$ cat src/hw/rtl/trbw_pkg.sv
// Shared types and constants for the tricolor bit-plane rectangle writer.
`timescale 1ns / 1ps

package trbw_pkg;

	localparam int DIM_W    = 11;
	localparam int COLOR_W  = 16;
	localparam int IDX_W    = 13;
	localparam int DATA_W   = 8;
	localparam int STRIDE_W = DIM_W - 2;
	localparam int CFG_IDX_W  = 3;
	localparam int CFG_DATA_W = 16;

	localparam logic [DATA_W-1:0] BIT_MSB = 8'h80;

	localparam logic [DIM_W-1:0]   VIEW_WIDTH_RST   = 11'd264;
	localparam logic [DIM_W-1:0]   VIEW_HEIGHT_RST  = 11'd176;
	localparam logic [DIM_W-1:0]   PANEL_WIDTH_RST  = 11'd176;
	localparam logic [DIM_W-1:0]   PANEL_HEIGHT_RST = 11'd264;
	localparam logic [COLOR_W-1:0] RED_CODE_RST     = 16'hF800;
	localparam logic [COLOR_W-1:0] BLACK_CODE_RST   = 16'h0000;

	typedef enum logic [1:0] {
		OP_FILL  = 2'd0,
		OP_OPEN  = 2'd1,
		OP_PIXEL = 2'd2,
		OP_READ  = 2'd3
	} op_t;

	typedef enum logic [CFG_IDX_W-1:0] {
		REG_VIEW_WIDTH   = 3'd0,
		REG_VIEW_HEIGHT  = 3'd1,
		REG_PANEL_WIDTH  = 3'd2,
		REG_PANEL_HEIGHT = 3'd3,
		REG_PORTRAIT     = 3'd4,
		REG_RED_CODE     = 3'd5,
		REG_BLACK_CODE   = 3'd6
	} cfg_reg_t;

	typedef enum logic [3:0] {
		ST_CLEAR,
		ST_IDLE,
		ST_PIX_ADDR,
		ST_PIX_READ,
		ST_PIX_WRITE,
		ST_RD_LIM,
		ST_RD_CHECK,
		ST_RD_DATA,
		ST_FINISH
	} state_t;

	// Geometry seen by the address unit.
	typedef struct packed {
		logic [DIM_W-1:0] view_height;
		logic [DIM_W-1:0] panel_width;
		logic [DIM_W-1:0] panel_height;
		logic             portrait;
	} geom_cfg_t;

endpackage

$ cat src/hw/rtl/trbw_addr_unit.sv
// Shared address unit: pixel byte address and bit mask, or readout byte limit.
`timescale 1ns / 1ps

module trbw_addr_unit import trbw_pkg::*; #(
	parameter int COORD_BITS = 10
) (
	input  logic                  clk,
	input  logic                  kind_limit,
	input  logic [COORD_BITS-1:0] x,
	input  logic [COORD_BITS-1:0] y,
	input  geom_cfg_t             geom,
	output logic [((COORD_BITS > DIM_W) ? COORD_BITS : DIM_W)+STRIDE_W:0] addr_q,
	output logic [DATA_W-1:0]     mask_q,
	output logic                  skip_q
);

	localparam int MW = (COORD_BITS > DIM_W) ? COORD_BITS : DIM_W;
	localparam int RW = MW + STRIDE_W + 1;

	logic [DIM_W:0]          pw_round;
	logic [STRIDE_W-1:0]     stride;
	logic [DIM_W-1:0]        h_eff;
	logic [MW:0]             diff;
	logic [MW-1:0]           col;
	logic [MW-1:0]           row;
	logic                    neg;
	logic [MW-1:0]           mul_a;
	logic [MW-4:0]           col_byte;
	logic [MW+STRIDE_W-1:0]  prod;
	logic [RW-1:0]           sum;

	always_comb begin
		pw_round = {1'b0, geom.panel_width} + (DIM_W+1)'(7);
		stride   = pw_round[DIM_W:3];
		h_eff    = (geom.view_height == '0) ? DIM_W'(1) : geom.view_height;
		// portrait column = height-1-y; top bit flags y beyond the view
		diff     = (MW+1)'(h_eff) - (MW+1)'(1) - (MW+1)'(y);
		if (geom.portrait) begin
			col = diff[MW-1:0];
			row = MW'(x);
			neg = diff[MW];
		end else begin
			col = MW'(x);
			row = MW'(y);
			neg = 1'b0;
		end
		mul_a    = kind_limit ? MW'(geom.panel_height) : row;
		col_byte = kind_limit ? '0 : col[MW-1:3];
		prod     = mul_a * stride;
		sum      = RW'(prod) + RW'(col_byte);
	end

	always_ff @(posedge clk) begin
		addr_q <= sum;
		mask_q <= BIT_MSB >> col[2:0];
		skip_q <= neg & ~kind_limit;
	end

endmodule

$ cat config.mk
export PLATFORM = sky130hd
export DESIGN_NAME = trbw_addr_unit
export DESIGN_NICKNAME = d
export VERILOG_FILES = /design/src/hw/rtl/trbw_pkg.sv /design/src/hw/rtl/trbw_addr_unit.sv
export SDC_FILE = /design/constraint.sdc
export NUM_CORES = 1
export LEC_CHECK = 0
export BUFFER_PORTS_ARGS = -buffer_cell sky130_fd_sc_hd__buf_2
export CORE_MARGIN = 3
export CORE_UTILIZATION = 60
export CTS_BUF_LIST = sky130_fd_sc_hd__clkbuf_2 sky130_fd_sc_hd__clkbuf_4 sky130_fd_sc_hd__clkbuf_8
export DETAILED_ROUTE_END_ITERATION = 16
export HOLD_SLACK_MARGIN = 0.1
export PLACE_DENSITY = 0.83
export SYNTH_ARGS = -nofsm -noshare
export SYNTH_HDL_FRONTEND = slang
export SYNTH_SLANG_ARGS = --single-unit
$ cat constraint.sdc
create_clock -name clk -period 8.7 [get_ports clk]
set_clock_uncertainty 0.1 [all_clocks]
set_input_delay 1.305 -clock clk [delete_from_list [all_inputs] [get_ports clk]]
set_output_delay 1.305 -clock clk [all_outputs]
set_load 0.01 [all_outputs]
==> impl_metrics.prom <==
# TYPE chip_impl_metric gauge
chip_impl_metric{name="pin_count",unit=""} 86
chip_impl_metric{name="grt_antenna_before_repair",unit=""} 0
chip_impl_metric{name="final-instance-count-excl-fill",unit=""} 827
chip_impl_metric{name="viasPerCell",unit=""} 5.877
chip_impl_metric{name="post-route-period-util",unit="%"} 78.94
chip_impl_info{name="post_synthesis_cell_type_with_the_largest_combined_area",value="sky130_fd_sc_hd__fa_1"} 1
chip_impl_info{name="crit_path_kind",value="in2reg"} 1
chip_impl_metric{name="critPathRequiredTime",unit="ns"} 8.80
chip_impl_metric{name="grt_first_pass_wirelength",unit="um"} 21620
chip_impl_metric{name="post-route-worst-setup-slack",unit="ns"} 1.832
chip_impl_metric{name="first_pass_iters",unit=""} 5
chip_impl_metric{name="detailed_place_hpwl",unit="um"} 11000
chip_impl_metric{name="clock.fmax",unit="GHz"} 0.1456
chip_impl_metric{name="synth-adder-area-share",unit="%"} 41.83
chip_impl_metric{name="vias_in_the_first_global_route",unit=""} 4714
chip_impl_info{name="clockRootBuffer",value="sky130_fd_sc_hd__clkbuf_8"} 1
chip_impl_metric{name="seq_area_frac_synth",unit="%"} 10.97
chip_impl_info{name="grt_setup_unrepaired",value="no"} 1
chip_impl_metric{name="rows",unit=""} 34
chip_impl_metric{name="postLayoutCellArea",unit="mm2"} 0.006016
chip_impl_metric{name="worst_max_slew_pin_slew",unit="ns"} 1.026
chip_impl_metric{name="synth_async_sr_flop_share",unit="%"} 0
chip_impl_metric{name="design_power_total",unit="mW"} 1.642
chip_impl_metric{name="syn-mean-instance-area",unit="um2"} 8.396
chip_impl_metric{name="max_cap_viol_count",unit=""} 0
chip_impl_metric{name="netlist_instances",unit=""} 652
chip_impl_info{name="cp-end-kind",value="flip-flop"} 1
chip_impl_metric{name="ys_seq_elements",unit=""} 30
chip_impl_metric{name="clock_sinks",unit=""} 30
chip_impl_metric{name="finalCriticalPeriod",unit="ns"} 6.868
chip_impl_metric{name="wire_per_inst",unit="um"} 15.67
chip_impl_metric{name="dr_total_vias",unit=""} 4860
chip_impl_metric{name="final.setup.tns",unit="ns"} 0
chip_impl_metric{name="powerDensity",unit="mW/mm2"} 273.0
chip_impl_metric{name="dpl_worst_slack",unit="ns"} 1.562
chip_impl_metric{name="cts-resized-gates",unit=""} 0
chip_impl_metric{name="nNetsFinal",unit=""} 915
chip_impl_metric{name="cts_buffers",unit=""} 5
chip_impl_metric{name="design.core.area",unit="mm2"} 0.008806
chip_impl_metric{name="postRouteWirelength",unit="um"} 12960
chip_impl_metric{name="die_h",unit="um"} 101.5
chip_impl_metric{name="synth-edff-count",unit=""} 0
chip_impl_metric{name="grt_start_max_net_pins",unit=""} 36
chip_impl_metric{name="dpl-instance-area",unit="mm2"} 0.005921
chip_impl_metric{name="dp.cells",unit=""} 819
chip_impl_info{name="synth_top_family_by_area",value="adder cells"} 1
chip_impl_info{name="run_status",value="finished clean"} 1
chip_impl_metric{name="portBuffers",unit=""} 85
chip_impl_metric{name="post_cts_hold_buffer_count",unit=""} 0
chip_impl_metric{name="area.growth.synth_to_final",unit="%"} 9.897
chip_impl_metric{name="floorplan.die.width",unit="um"} 101.5
chip_impl_metric{name="synth-xor-area-share",unit="%"} 4.640
chip_impl_metric{name="syn-cell-area",unit="mm2"} 0.005474
chip_impl_metric{name="setup_viol_count_final",unit=""} 0
chip_impl_metric{name="antenna-diode-count",unit=""} 0
chip_impl_metric{name="area_used_by_sequential_logic_in_the_layout",unit="um2"} 600.6
chip_impl_info{name="startpoint_type",value="input port"} 1
chip_impl_metric{name="final_max_slew_viol_count",unit=""} 0
chip_impl_metric{name="initial_core_utilization",unit="%"} 62.16
chip_impl_metric{name="cts_setup_buffers",unit=""} 0
chip_impl_metric{name="multi_input_area",unit="mm2"} 0.004418
chip_impl_metric{name="finalHoldViolCount",unit=""} 0
chip_impl_metric{name="worst-path-max-fanout",unit=""} 8
chip_impl_metric{name="irDropWorstVdd",unit="V"} 0.0002193
chip_impl_metric{name="dr.first_iter.drc_count",unit=""} 297
chip_impl_metric{name="clk_pin_slew",unit="ns"} 0.09
chip_impl_metric{name="post_route_cells_drive_above_1_share",unit="%"} 15.16
chip_impl_metric{name="drcViolationCount",unit=""} 0
chip_impl_metric{name="timing.hold.ws",unit="ns"} 1.119
chip_impl_metric{name="synth.top_cell.area_share",unit="%"} 25.60
chip_impl_metric{name="die_area",unit="mm2"} 0.01031
chip_impl_metric{name="synth_compound_gate_area_share",unit="%"} 13.33
chip_impl_metric{name="cts_buffer_depth",unit=""} 2
chip_impl_info{name="tritoncts_clock_tree",value="done"} 1
chip_impl_metric{name="antenna_violating_nets_post_route",unit=""} 0
chip_impl_metric{name="muxShareOfSynthArea",unit="%"} 2.766
chip_impl_metric{name="globalRouteTotalUtil",unit="%"} 26.16
chip_impl_metric{name="syn_nets",unit=""} 849
chip_impl_metric{name="num-fill-cells",unit=""} 722
chip_impl_metric{name="post_route_core_utilization",unit="%"} 68.31
chip_impl_info{name="synth.area.top_cells",value="sky130_fd_sc_hd__fa_1 26%, sky130_fd_sc_hd__ha_1 16%, sky130_fd_sc_hd__dfxtp_1 11%"} 1
chip_impl_metric{name="place_congestion",unit=""} 0.9259
chip_impl_info{name="min_path_type",value="in2reg"} 1
chip_impl_metric{name="yosys.cell_types.count",unit=""} 66
chip_impl_metric{name="worst-endpoint-arrival",unit="ns"} 6.97
chip_impl_info{name="synth_top_flop_cell",value="sky130_fd_sc_hd__dfxtp_1"} 1
chip_impl_metric{name="timing.slew.headroom",unit="%"} 31.11
chip_impl_metric{name="synth_simple_gate_area_share",unit="%"} 18.15
chip_impl_metric{name="yosys_warnings",unit=""} 0
chip_impl_metric{name="leakagePower",unit="nW"} 3.210
chip_impl_metric{name="grt-ovfl-total",unit=""} 0
chip_impl_metric{name="cts.htree.levels",unit=""} 2
layer usage:
layer | vias to the layer above | share of wire [%] | global-route usage, % | wire length [um]
li1 | 2296 | - | - | -
met1 | 2350 | 41 | 34.70 | 5303
met2 | 182 | 50 | 43.71 | 6447
met3 | 32 | 6.3 | 3.926 | 821
met4 | 0 | 3.0 | 8.998 | 391
met5 | - | 0 | 0 | 0
worst paths after layout:
kind | start | endpoint | slack [ns] | cells after the start
max | geom[12] | addr_q[20] | 1.83 | 19
min | geom[33] | skip_q | 1.12 | 2
final cells by class:
class / count / area share (%)
clock buffer: 6 / 1.373
multi-input combinational: 505 / 73.44
inverter: 91 / 5.678
sequential: 30 / 9.983
tap: 108 / 2.246
clock inverter: 2 / 0.2080
timing repair buffer: 85 / 7.072
cell usage in the layout (no fill, tap or decap), drive strengths merged, types with 3 or more instances in the layout:
cell type,netlist,final
inv,90,90
buf,12,85
nor2,82,82
ha,71,71
fa,70,70
nand2,66,66
dfxtp,30,30
a21oi,22,22
o21ai,18,18
xnor2,17,17
nand3,16,16
mux2i,14,14
xor2,12,12
nand2b,12,12
a21o,11,11
o21a,9,9
a31oi,8,8
nor3,8,8
nor2b,6,6
clkbuf,14,6
and2,6,6
a211oi,6,6
nand4,5,5
nor4,4,4
and3,3,3
a2111oi,3,3
flip-flops by register name, indices dropped and copies added, names as in the netlist:
| signal | flops |
|---|---|
| addr_q | 21 |
| mask_q | 8 |
| skip_q | 1 |
worst max-delay path, cell delays in order:
cell and delay [ns]:
sky130_fd_sc_hd__buf_2 0.11, sky130_fd_sc_hd__nor3_2 0.33, sky130_fd_sc_hd__nor2_2 0.15, sky130_fd_sc_hd__nand2_1 0.14, sky130_fd_sc_hd__xor2_1 0.67, sky130_fd_sc_hd__nor2_1 0.18, sky130_fd_sc_hd__fa_1 0.46, sky130_fd_sc_hd__fa_1 0.55
sky130_fd_sc_hd__inv_1 0.05, sky130_fd_sc_hd__fa_1 0.47, sky130_fd_sc_hd__inv_1 0.06, sky130_fd_sc_hd__fa_1 0.50, sky130_fd_sc_hd__fa_1 0.49, sky130_fd_sc_hd__ha_1 0.42, sky130_fd_sc_hd__a21oi_1 0.18, sky130_fd_sc_hd__a21oi_1 0.11
sky130_fd_sc_hd__a2111oi_4 0.45, sky130_fd_sc_hd__o22ai_1 0.16, sky130_fd_sc_hd__a311oi_1 0.20
synthesized netlist by cell type, types with 3 or more instances:
library cell,count
sky130_fd_sc_hd__nand3_1,16
sky130_fd_sc_hd__clkbuf_1,14
sky130_fd_sc_hd__nor2_1,80
sky130_fd_sc_hd__a211oi_1,4
sky130_fd_sc_hd__and3_1,3
sky130_fd_sc_hd__nor4_1,3
sky130_fd_sc_hd__fa_1,70
sky130_fd_sc_hd__o21ai_0,11
sky130_fd_sc_hd__nand2b_1,12
sky130_fd_sc_hd__dfxtp_1,30
sky130_fd_sc_hd__ha_1,71
sky130_fd_sc_hd__o21a_1,9
sky130_fd_sc_hd__a31oi_1,8
sky130_fd_sc_hd__xor2_1,12
sky130_fd_sc_hd__mux2i_1,14
sky130_fd_sc_hd__and2_1,5
sky130_fd_sc_hd__o21ai_1,7
sky130_fd_sc_hd__a21o_1,11
sky130_fd_sc_hd__xnor2_1,17
sky130_fd_sc_hd__inv_1,89
sky130_fd_sc_hd__nor2b_1,6
sky130_fd_sc_hd__buf_2,10
sky130_fd_sc_hd__nand2_1,66
sky130_fd_sc_hd__nor3_1,7
sky130_fd_sc_hd__a21oi_1,22
sky130_fd_sc_hd__nand4_1,5
kinds of logic after synthesis:
family,Yosys count
AOI/OAI and AO/OA,102
xor gates and xnor gates,29
DFF,30
muxes,15
buffers and inverters,117
and+or+nand+nor,218
adders and majority gates,141
power breakdown:
part           internal [mW]  switching (mW)
Combinational          0.531           0.777
Sequential             0.196         0.00848
Clock                 0.0637          0.0659
Power figures use the tool's default switching activity.
